[src/hdl/ptmu_pkg.sv]
`timescale 1ns / 1ps
// ----------------------------------------------------------------------------
// ptmu_pkg
// Shared types and constants for the page table map/unmap engine.
// ----------------------------------------------------------------------------
package ptmu_pkg;

	localparam int TABLE_PAGES_DEF = 64;
	localparam int ENTRIES         = 512;
	localparam int IDX_W           = 9;
	localparam int VF_W            = 36;
	localparam int FRAME_W         = 40;
	localparam int LEAF_W          = 52;
	localparam int TU_W            = 7;
	localparam int ST_W            = 2;

	localparam logic OP_MAP   = 1'b0;
	localparam logic OP_UNMAP = 1'b1;

	localparam logic [ST_W-1:0] ST_OK         = 2'd0;
	localparam logic [ST_W-1:0] ST_NO_SPACE   = 2'd1;
	localparam logic [ST_W-1:0] ST_NOT_MAPPED = 2'd2;

	typedef enum logic [2:0] {
		S_CLEAR,
		S_IDLE,
		S_READ,
		S_EVAL,
		S_DECIDE,
		S_ALLOC,
		S_LEAF,
		S_DONE
	} state_t;

	typedef struct packed {
		logic            clear;
		logic            load;
		logic            eval;
		logic            alloc;
		logic            wr_leaf;
		logic            finish;
		logic [ST_W-1:0] fin_status;
	} dp_cmd_t;

	typedef struct packed {
		logic walk_ok;
		logic level_full;
		logic alloc_last;
		logic op_unmap;
		logic no_space;
		logic clear_last;
		logic out_free;
	} dp_sts_t;

endpackage

[src/hdl/ptmu_ctrl.sv]
`timescale 1ns / 1ps
// ----------------------------------------------------------------------------
// ptmu_ctrl
// Sequencer for the table clear pass, the four-level walk, allocation and
// the leaf update.
// ----------------------------------------------------------------------------
module ptmu_ctrl (
	input  logic              clk,
	input  logic              arst_n,
	input  logic              in_valid,
	output logic              in_stall,
	input  ptmu_pkg::dp_sts_t sts,
	output ptmu_pkg::dp_cmd_t cmd
);
	import ptmu_pkg::*;

	state_t          state_q;
	state_t          state_d;
	logic [ST_W-1:0] result_q;

	always_ff @(posedge clk or negedge arst_n) begin
		if (!arst_n) begin
			state_q <= S_CLEAR;
		end else begin
			state_q <= state_d;
		end
	end

	always_ff @(posedge clk or negedge arst_n) begin
		if (!arst_n) begin
			result_q <= ST_OK;
		end else if (state_q == S_DECIDE) begin
			if (sts.op_unmap) begin
				result_q <= ST_NOT_MAPPED;
			end else begin
				result_q <= ST_NO_SPACE;
			end
		end else if (state_q == S_LEAF) begin
			result_q <= ST_OK;
		end
	end

	always_comb begin
		state_d = state_q;
		unique case (state_q)
			S_CLEAR: begin
				if (sts.clear_last) state_d = S_IDLE;
			end
			S_IDLE: begin
				if (in_valid) state_d = S_READ;
			end
			S_READ: begin
				state_d = S_EVAL;
			end
			S_EVAL: begin
				if (sts.walk_ok && !sts.alloc_last) begin
					state_d = S_READ;
				end else begin
					state_d = S_DECIDE;
				end
			end
			S_DECIDE: begin
				if (sts.op_unmap) begin
					state_d = sts.level_full ? S_LEAF : S_DONE;
				end else if (sts.no_space) begin
					state_d = S_DONE;
				end else begin
					state_d = sts.level_full ? S_LEAF : S_ALLOC;
				end
			end
			S_ALLOC: begin
				if (sts.alloc_last) state_d = S_LEAF;
			end
			S_LEAF: begin
				state_d = S_DONE;
			end
			S_DONE: begin
				if (sts.out_free) state_d = S_IDLE;
			end
			default: begin
				state_d = S_CLEAR;
			end
		endcase
	end

	always_comb begin
		cmd            = '0;
		cmd.fin_status = result_q;
		in_stall       = 1'b1;
		unique case (state_q)
			S_CLEAR: cmd.clear = 1'b1;
			S_IDLE: begin
				in_stall = 1'b0;
				cmd.load = in_valid;
			end
			S_EVAL:  cmd.eval    = sts.walk_ok;
			S_ALLOC: cmd.alloc   = 1'b1;
			S_LEAF:  cmd.wr_leaf = 1'b1;
			S_DONE:  cmd.finish  = sts.out_free;
			default: begin
			end
		endcase
	end

endmodule

[config.mk]
export PLATFORM = sky130hd
export DESIGN_NAME = ptmu_ctrl
export DESIGN_NICKNAME = d
export VERILOG_FILES = /design/src/hdl/ptmu_pkg.sv /design/src/hdl/ptmu_ctrl.sv
export SDC_FILE = /design/constraint.sdc
export NUM_CORES = 1
export LEC_CHECK = 0
export ABC_AREA = 0
export BUFFER_PORTS_ARGS = -buffer_cell sky130_fd_sc_hd__buf_2
export CORE_AREA = 3 3 40 42
export CTS_CLUSTER_SIZE = 24
export DETAILED_ROUTE_END_ITERATION = 6
export DIE_AREA = 0 0 43 45
export PLACE_DENSITY_LB_ADDON = 0.25
export SLEW_MARGIN = 20
export SYNTH_ARGS = -nofsm -noshare
export SYNTH_HDL_FRONTEND = slang
export SYNTH_SLANG_ARGS = --single-unit
export TNS_END_PERCENT = 20
[constraint.sdc]
create_clock -name clk -period 2.3 [get_ports clk]
set_input_delay 0.46 -clock clk [delete_from_list [all_inputs] [get_ports clk]]
set_output_delay 0.46 -clock clk [all_outputs]
set_load 0.1 [all_outputs]
# [After elaboration in Yosys (flattened, before gate mapping)]
# Cells that the tools add are included.
[word_totals] reg_bits=5 latch_bits=0 mem_bits_rw=0 rom_bits=0 input_bits=10 out_inout_bits=9 wordCells=38 mem_count=0
[op_classes] add_sub_neg=0 multipliers=0 n_div=0 magnitude_cmp=0 n_eq_ne=11 n_shift=0 n_mux=20 n_bitwise=0 n_reduce_logical=5
[op_table] cell="case mux 3 bit (8 select lines)" n=1
[op_table] cell="two-way mux 3 bit" n=5
[op_table] cell="equality test 3 bit, second input constant" n=4
[op_table] cell="two-way mux 2 bit" n=6
[op_table] cell="two-way mux 1 bit" n=8
[op_table] cell="!= test 2 bit, second input constant" n=4
[op_table] cell="equality test 3 x 2 -> 1 bit, second input constant" n=2
[op_table] cell="AND reduction 4 bit" n=1
[op_table] cell="equality test 3 x 1 -> 1 bit, second input constant" n=1
[op_table] cell="logical NOT 3 bit" n=1
[op_table] cell="nonzero test 2 bit" n=1
[op_table] cell="logical AND 1 bit" n=1
[op_table] cell="logical NOT 1 bit" n=1

# [Longest topological paths before layout]
# Gate-level depths: netlist of the first run.
[depth] word_depth=4 depth_mapped=4 ltp_nobuf=3

# [Worst setup path before layout of the first run]
# OpenSTA, ideal clock, no wires.
[synth_path] kind="register -> output" start="reg state_q[1]" end="out cmd[6] (netlist bit)" arrival_ps=2608 t_required_ps=1840 setup_slack_ps=-768 path_stages_with_launch=3 path_buffers=1 cell_sequence="dfrtp_1 buf_4 nor3_1"
[synth_rtl] item="from (decl)" line="ptmu_ctrl.sv:17" source="state_t state_q;"
[synth_rtl] item="from (signal assigned)" line="ptmu_ctrl.sv:25" source="state_q <= state_d;"
[synth_rtl] item="to (decl)" line="ptmu_ctrl.sv:13" source="output ptmu_pkg::dp_cmd_t cmd"

==> flow_metrics.py, run 1 <==
metrics = {
    "place": {
        "hpwl_um": 633.8,
        "routabilityCongestion": 0.6786,
        "io_buffers": 18,
    },
    "critical_path": {
        "reg2reg_slack_ns": 1.04,
        "critPathBufInv": 1,
        "slowest_stage": "dfrtp_1",
        "rr_worst_depth": 3,
        "crit_family": "flip-flops",
        "worst_ep_arrival_time_ns": 1.60,
        "path_class": "reg2out",
        "cp_slowest_stage_delay_ns": 0.52,
        "crit_path_start_kind": "flop",
        "cp-end-kind": "output pin",
        "r2r_start": "state_q[0]$_DFFE_PN0P_",
        "r2r_end": "state_q[1]$_DFFE_PN0P_",
        "crit_required_ns": 1.84,
        "path_cells": "nand2b_2, nor2_1, buf_2",
        "cp_max_fo": 14,
    },
    "run_status": {
        "status": "finished, final reports clean",
    },
    "final_layout": {
        "drive_gt1_share_pct": 41.27,
        "areaGrowthSynthToFinish_pct": 29.93,
        "nFillCells": 139,
        "area.sequential_um2": 125.1,
        "multiInputGateArea_um2": 222.7,
        "diodes": 0,
        "nNetsFinal": 74,
    },
    "sta": {
        "setup_tns_ns": 0,
        "finalCritPeriodShare_pct": 89.73,
        "setup_viol": 0,
        "relSlewSlack_pct": 67.81,
        "tightest_slew_ns": 0.4862,
        "finClkSkew_ns": 0.004201,
        "fmax_ghz": 0.4846,
        "min_period_ns": 2.064,
        "hold_violations": 0,
        "slew_violations": 0,
        "rsz0062_at_grt": "false",
    },
    "global_route": {
        "grt_max_degree": 15,
        "grt-ovfl-total": 0,
        "grt_pass1_vias": 337,
        "grt_pass1_wl_um": 1421,
        "gr-usage-all-layers_pct": 10.06,
        "antenna_found_initial": 0,
    },
    "detailed_routing": {
        "routed_via_density": 4.526,
        "totalWireLength_um": 815,
        "dr.pass1.iters": 3,
        "wire_per_inst_um": 10.45,
        "drc": 0,
        "drt-initial-drc-count": 2,
        "vias": 353,
        "drtAntennaViolNets": 0,
    },
    "yosys": {
        "synth_compound_area_share_pct": 20.39,
        "synthSimpleGateAreaFrac_pct": 32.57,
        "synth_seq_cells": 5,
        "syn_nets": 54,
        "syn-cell-area_um2": 380.4,
        "synth_edf_count": 0,
        "async_reset_ff_share_pct": 100.0,
        "yosysWarnings": 0,
        "synth_cells": 44,
        "synth_xor_area_share_pct": 4.276,
        "synth_mux_area_share_pct": 0,
        "synth_top_family_by_area": "simple AND/OR/NAND/NOR gates",
        "synthAdderAreaFrac_pct": 0,
        "avgSynthCellArea_um2": 8.645,
        "synthFlopType": "dfrtp_1",
        "ys_types": 23,
        "ys_seq_area_share_pct": 32.89,
    },
    "cts": {
        "holdBufCountCts": 0,
        "postCtsSetupRepairBufs": 0,
        "clk_latency_ns": 0.24,
        "cts-htree-levels": 1,
        "numCtsBuffers": 3,
        "root_buffer": "clkbuf_4",
        "cts.path.max_buffers": 2,
        "clock_sinks": 5,
        "path_clk_slew_ns": 0.04,
        "cts_resized": 0,
        "cts_tree": "built",
    },
    "die": {
        "io_pins": 19,
        "fp-row-count": 13,
        "die_area_um2": 1935,
        "core_um2": 1285,
        "dieWidth_um": 43,
        "start_util_pct": 29.60,
        "fp.dieH_um": 45,
    },
    "job": {
        "drv_cap": 0,
    },
    "hold_path": {
        "hold_path_class": "in2async",
    },
}
## synthesized netlist by cell type (all sizes together), types with 2 or more instances
| master | n | area share, % |
|---|---|---|
| o21ai | 3 | 3.9 |
| buf | 3 | 6.9 |
| dfrtp | 5 | 33 |
| nand2b | 4 | 7.2 |
| nor3 | 3 | 5.3 |
| inv | 3 | 3.0 |
| nor2 | 4 | 3.9 |
| nand2 | 5 | 4.9 |
| a32oi | 2 | 4.6 |
| or2b | 2 | 3.9 |
## cells by family (layout without fill, tap and decap cells)
family | after synthesis | count (layout)
buffers and inverters | 6 | 25
AO/OA/AOI/OAI | 10 | 10
XOR/XNOR | 1 | 1
AND/OR/NAND/NOR | 22 | 22
flip-flops | 5 | 5
## worst reg2reg max path: cells and delay by family (launching register included)
family | cells | cell delay (ns)
flops | 1 | 0.52
compound gates | 2 | 0.35
simple gates | 1 | 0.31
## metrics by stage
stage / hold slack [ns] / setup WS, ns / util, % / cell area (um2) / cells
3_5_place_dp: 0.2763 / 0.4861 / 36.42 / 467.9 / 74
3_3_place_gp: 0.2771 / 0.4937 / 36.42 / 467.9 / 74
5_1_grt: 0.01995 / 0.1224 / 38.46 / 494.2 / 78
4_1_cts: 0.01561 / 0.2229 / 38.46 / 494.2 / 78
2_1_floorplan: 0.1644 / -0.05337 / - / 385.4 / 44
6_report: 0.02349 / 0.2362 / 38.46 / 494.2 / 78
## layout by cell type, fill, tap and decap left out, drive strengths merged, types with 2 or more instances in the layout
| master | n |
|---|---|
| dfrtp | 5 |
| clkbuf | 4 |
| buf | 18 |
| or2b | 2 |
| nor3 | 3 |
| o21ai | 3 |
| a32oi | 2 |
| nand2b | 4 |
| nor2 | 4 |
| nand2 | 5 |
| inv | 3 |
## state kept, by name (all words and copies together) (netlist names)
register	cells
state_q	3
result_q	2
## cell type report
class                           count  area share [%]
Sequential cell                     5           25.32
Multi-Input combinational cell     33           45.06
Tap cell                           15           3.797
Timing Repair Buffer               18           18.23
Clock buffer                        4           5.316
Inverter                            3           2.278
## worst max-delay path by stage
stage / start / endpoint / cells after the start
floorplan: state_q[2]$_DFFE_PN0P_ / cmd[2] / 3
global route: state_q[0]$_DFFE_PN0P_ / cmd[3] / 3
finish: state_q[0]$_DFFE_PN0P_ / cmd[3] / 3
detailed placement: state_q[0]$_DFFE_PN0P_ / cmd[3] / 3
global placement: state_q[1]$_DFFE_PN0P_ / cmd[2] / 3
CTS: state_q[0]$_DFFE_PN0P_ / cmd[3] / 3
## per-layer routing
layer  wire length, um  up-vias  part of all wire [%]  GRT usage (%)
met5                 0        -                     0              0
met4                 0        0                     0              0
met3                97        0                    12          7.968
met2               317       15                    39          13.47
met1               400      146                    49          13.51
li1                  -      192                     -              -
Power of run 1 is not shown: default switching activity piles up to over one toggle a cycle in this logic, so the estimate is an artifact.
==> run 2, diff against run 1 <==
--- a/config.mk
+++ b/config.mk
@@ -7,6 +7,8 @@
 export LEC_CHECK = 0
 export ABC_AREA = 0
 export BUFFER_PORTS_ARGS = -buffer_cell sky130_fd_sc_hd__buf_2
+export CELL_PAD_IN_SITES_DETAIL_PLACEMENT = 0
+export CELL_PAD_IN_SITES_GLOBAL_PLACEMENT = 1
 export CORE_AREA = 3 3 40 42
 export CTS_CLUSTER_SIZE = 24
 export DETAILED_ROUTE_END_ITERATION = 6
==> constraint.sdc (replaced) <==
create_clock -name clk -period 2.7 [get_ports clk]
set_input_delay 0.54 -clock clk [delete_from_list [all_inputs] [get_ports clk]]
set_output_delay 0.54 -clock clk [all_outputs]
set_load 0.1 [all_outputs]
==> run 2 against run 1 <==
Against the previous run: clock skew decreased by 0.0012 ns; worst hold slack improved by 0.076 ns; sequential share of layout area unchanged; global-route usage increased by 0.58 points.
==> flow_metrics.py, run 2 (synthesis results as in run 1) <==
metrics = {
    "run_status": {
        "status": "finished, final reports clean",
    },
    "sta": {
        "hold_violations": 0,
        "min_period_ns": 2.153,
        "tightest_slew_ns": 0.4889,
        "setup_viol": 0,
        "rsz0062_at_grt": "false",
        "slew_violations": 0,
        "finClkSkew_ns": 0.003030,
        "setup_tns_ns": 0,
        "relSlewSlack_pct": 67.63,
        "fin_ws_ns": 0.5467,
        "fmax_ghz": 0.4644,
        "finalCritPeriodShare_pct": 79.75,
    },
    "detailed_routing": {
        "drtAntennaViolNets": 0,
        "drc": 0,
        "drt-initial-drc-count": 0,
        "routed_via_density": 4.692,
        "dr.pass1.iters": 1,
        "vias": 366,
        "wire_per_inst_um": 10.81,
        "totalWireLength_um": 843,
    },
    "global_route": {
        "grt_pass1_vias": 337,
        "grt-ovfl-total": 0,
        "antenna_found_initial": 0,
        "grt_pass1_wl_um": 1497,
        "gr-usage-all-layers_pct": 10.64,
        "grt_max_degree": 15,
    },
    "place": {
        "routabilityCongestion": 0.6684,
        "hpwl_um": 651.6,
        "io_buffers": 18,
        "placed_cells": 74,
        "post-place-ws_ns": 0.7865,
    },
    "cts": {
        "cts_tree": "built",
        "numCtsBuffers": 3,
        "holdBufCountCts": 0,
        "cts.path.max_buffers": 2,
        "postCtsSetupRepairBufs": 0,
        "cts-htree-levels": 1,
        "clock_sinks": 5,
        "root_buffer": "clkbuf_4",
        "clk_latency_ns": 0.24,
        "path_clk_slew_ns": 0.04,
        "cts_resized": 0,
    },
    "final_layout": {
        "nNetsFinal": 74,
        "largest_register_ffs": 3,
        "largestRegisters": "state_q x3, result_q x2",
        "regMostFlops": "state_q",
        "fin_cells": 78,
        "mostFrequentLayoutCell": "buf_2",
        "layout_common_cells": "18 x buf_2, 5 x nand2_1, 5 x dfrtp_1",
        "diodes": 0,
        "drive_gt1_share_pct": 41.27,
        "areaGrowthSynthToFinish_pct": 29.93,
    },
    "die": {
        "start_util_pct": 29.60,
        "io_pins": 19,
        "die_area_um2": 1935,
        "core_um2": 1285,
        "fp.dieH_um": 45,
        "fp-row-count": 13,
        "dieWidth_um": 43,
    },
    "critical_path": {
        "path_class": "reg2out",
        "cp_max_fo": 14,
        "reg2reg_slack_ns": 1.43,
        "worst_ep_arrival_time_ns": 1.61,
        "cp-end-kind": "output pin",
        "crit_path_start_kind": "flop",
        "crit_required_ns": 2.16,
    },
    "hold_path": {
        "hold_path_class": "in2async",
    },
    "job": {
        "drv_cap": 0,
    },
}
run 2: cell counts in the layout (fill, tap and decap cells not counted):
No cell type changed its count.
run 2: layer usage:
metal	wire length (um)	vias to the layer above	global-route usage (%)
met5	0	-	0
li1	-	191	-
met1	387	159	13.24
met4	0	0	3.614
met3	88	0	6.375
met2	367	16	15.27
run 2: path summary, 6_finish.rpt:
kind	startpoint	depth (start not counted)	endpoint
setup / recovery	state_q[0]$_DFFE_PN0P_	3	cmd[3]
hold / removal	arst_n	1	state_q[0]$_DFFE_PN0P_
setup reg to reg	state_q[0]$_DFFE_PN0P_	3	state_q[1]$_DFFE_PN0P_
hold reg to reg	result_q[1]$_DFFE_PN0P_	2	result_q[1]$_DFFE_PN0P_
max in group asynchronous	arst_n	1	state_q[1]$_DFFE_PN0P_
min in group clk	result_q[1]$_DFFE_PN0P_	2	result_q[1]$_DFFE_PN0P_
run 2: area by class of cell:
type,count,area (um2)
clock buffer,4,26.28
fill,141,790.8
inverter,3,11.26
multi-input combinational,33,222.7
sequential,5,125.1
tap,15,18.77
timing repair buffer,18,90.09
run 2: worst max-delay path, cell delays in order, from the launching register on:
cell and delay, ns:
dfrtp_1 0.53, nand2b_2 0.31, nor2_1 0.10, buf_2 0.42
run 2: per-stage QoR:
stage,hold WS [ns],cell area (um2),util (%)
after floorplan,0.2444,385.4,-
after global placement,0.3607,467.9,36.42
after detailed placement,0.3589,467.9,36.42
after CTS,0.09116,494.2,38.46
after global routing,0.08870,494.2,38.46
final,0.09941,494.2,38.46
Power of run 2 is left out for the same reason.
==> run 3, diff against run 2 <==
--- a/config.mk
+++ b/config.mk
@@ -9,10 +9,10 @@
 export BUFFER_PORTS_ARGS = -buffer_cell sky130_fd_sc_hd__buf_2
 export CELL_PAD_IN_SITES_DETAIL_PLACEMENT = 0
 export CELL_PAD_IN_SITES_GLOBAL_PLACEMENT = 1
-export CORE_AREA = 3 3 40 42
+export CORE_MARGIN = 3
+export CORE_UTILIZATION = 26
 export CTS_CLUSTER_SIZE = 24
 export DETAILED_ROUTE_END_ITERATION = 6
-export DIE_AREA = 0 0 43 45
 export PLACE_DENSITY_LB_ADDON = 0.25
 export SLEW_MARGIN = 20
 export SYNTH_ARGS = -nofsm -noshare
==> constraint.sdc (replaced) <==
create_clock -name clk -period 1.9 [get_ports clk]
set_input_delay 0.38 -clock clk [delete_from_list [all_inputs] [get_ports clk]]
set_output_delay 0.38 -clock clk [all_outputs]
set_load 0.1 [all_outputs]
==> run 3 against run 2 <==
Against the previous run: final cell count rose by 1.3%; global-route usage fell by 0.19 points; clock skew barely moved; sequential share of layout area fell by 4.7 points; first-iteration DRC count rose by 3; worst setup slack got worse by 0.43 ns; via count rose by 4.4%; non-clock buffer count rose by 1; utilization rose by 7.5 points; die area rose by 1.2%; critical path type unchanged; highest routed layer unchanged.
==> flow_metrics.py, run 3 (synthesis results as in run 1) <==
metrics = {
    "critical_path": {
        "critPathBufInv": 1,
        "cp_slowest_stage_delay_ns": 0.60,
        "path_cells": "nand3_1, nor2_2, buf_12",
        "slowest_stage": "dfrtp_1",
        "cp_max_fo": 12,
        "path_class": "reg2out",
        "crit_path_start_kind": "flop",
        "crit_required_ns": 1.52,
        "worstSetupStartpoint": "state_q[1]$_DFFE_PN0P_",
        "crit_family": "flip-flops",
        "cp-end-kind": "output pin",
        "worst_ep_arrival_time_ns": 1.40,
        "r2r_start": "state_q[1]$_DFFE_PN0P_",
    },
    "cts": {
        "numCtsBuffers": 3,
        "cts.path.max_buffers": 2,
        "cts-htree-levels": 1,
        "root_buffer": "clkbuf_4",
        "postCtsSetupRepairBufs": 0,
        "clk_latency_ns": 0.24,
        "clock_sinks": 5,
        "path_clk_slew_ns": 0.05,
        "cts_tree": "built",
    },
    "detailed_routing": {
        "wl_met1_um": 382,
        "drt-initial-drc-count": 3,
        "wire_per_inst_um": 10.53,
        "highest_layer": "met3",
        "vias": 382,
        "drtAntennaViolNets": 0,
        "wl_met3_um": 76,
        "drc": 0,
        "wl_met2_um": 373,
        "routed_via_density": 4.835,
        "dr.pass1.iters": 4,
        "totalWireLength_um": 832,
    },
    "final_layout": {
        "largestRegisters": "state_q x3, result_q x2",
        "largest_register_ffs": 3,
        "mostFrequentLayoutCell": "buf_2",
        "regMostFlops": "state_q",
        "diodes": 0,
        "nNetsFinal": 75,
        "drive_gt1_share_pct": 43.75,
        "layout_common_cells": "11 x buf_2, 7 x buf_12, 5 x nand2_1",
        "areaGrowthSynthToFinish_pct": 61.18,
    },
    "run_status": {
        "status": "finished, final reports clean",
    },
    "sta": {
        "tightest_slew_ns": 0.4831,
        "relSlewSlack_pct": 68.01,
        "fin_ws_ns": 0.1215,
        "setup_viol": 0,
        "hold_violations": 0,
        "finalCritPeriodShare_pct": 93.61,
        "slew_violations": 0,
        "min_period_ns": 1.779,
        "rsz0062_at_grt": "false",
        "setup_tns_ns": 0,
        "finClkSkew_ns": 0.003140,
        "fmax_ghz": 0.5623,
    },
    "place": {
        "hpwl_um": 621.5,
        "routabilityCongestion": 0.6953,
        "io_buffers": 18,
        "post-place-ws_ns": 0.2995,
    },
    "global_route": {
        "grt-ovfl-total": 0,
        "gr-usage-all-layers_pct": 10.45,
        "antenna_found_initial": 0,
        "grt_pass1_wl_um": 1552,
        "grt_pass1_vias": 388,
        "grt_max_degree": 15,
    },
    "hold_path": {
        "min_from": "sts[0]",
        "hold_path_class": "in2reg",
    },
    "die": {
        "fp-row-count": 13,
        "io_pins": 19,
        "fp.dieH_um": 44.25,
        "die_area_um2": 1958,
        "dieWidth_um": 44.25,
        "core_um2": 1334,
        "start_util_pct": 28.52,
    },
    "job": {
        "drv_cap": 0,
    },
}
## run 3: repair_timing
action                                 4_1_cts  5_1_grt
gates resized for setup                      0        1
hold buffers                                 1        0
setup endpoints to repair                    0        2
endpoints found under the hold margin        5        0
## run 3: worst paths after layout
kind / end / slack, ns / cells past startpoint
min: state_q[1]$_DFFE_PN0P_ / 0.33 / 2
max reg2reg: state_q[1]$_DFFE_PN0P_ / 0.67 / 3
min in group asynchronous: result_q[1]$_DFFE_PN0P_ / 0.48 / 2
min reg2reg: result_q[0]$_DFFE_PN0P_ / 0.47 / 2
max: cmd[2] / 0.12 / 3
max in group asynchronous: state_q[0]$_DFFE_PN0P_ / 1.27 / 2
## run 3: stage by stage
stage / hold slack (ns) / utilization (%) / cell area (um2) / instances
floorplan: 0.08441 / - / 387.9 / 44
global placement: 0.2035 / 43.15 / 575.6 / 74
detailed placement: 0.2030 / 43.15 / 575.6 / 74
CTS: 0.3266 / 45.87 / 611.8 / 79
global route: 0.3388 / 45.97 / 613.1 / 79
finish: 0.3332 / 45.97 / 613.1 / 79
## run 3: final cells by class
class                   count  area, um2
clock buffers               4      26.28
fillers                   133      720.7
multi-input cells          33      225.2
inverters                   3      11.26
flip-flops and latches      5      126.4
repair buffers             19      205.2
well taps                  15      18.77
## run 3: metal layers
layer | global-route usage, % | vias up
li1 | - | 197
met1 | 14.57 | 168
met2 | 14.53 | 17
met3 | 1.626 | 0
met4 | 7.229 | 0
met5 | 0 | -
Power of run 3 is left out for the same reason.
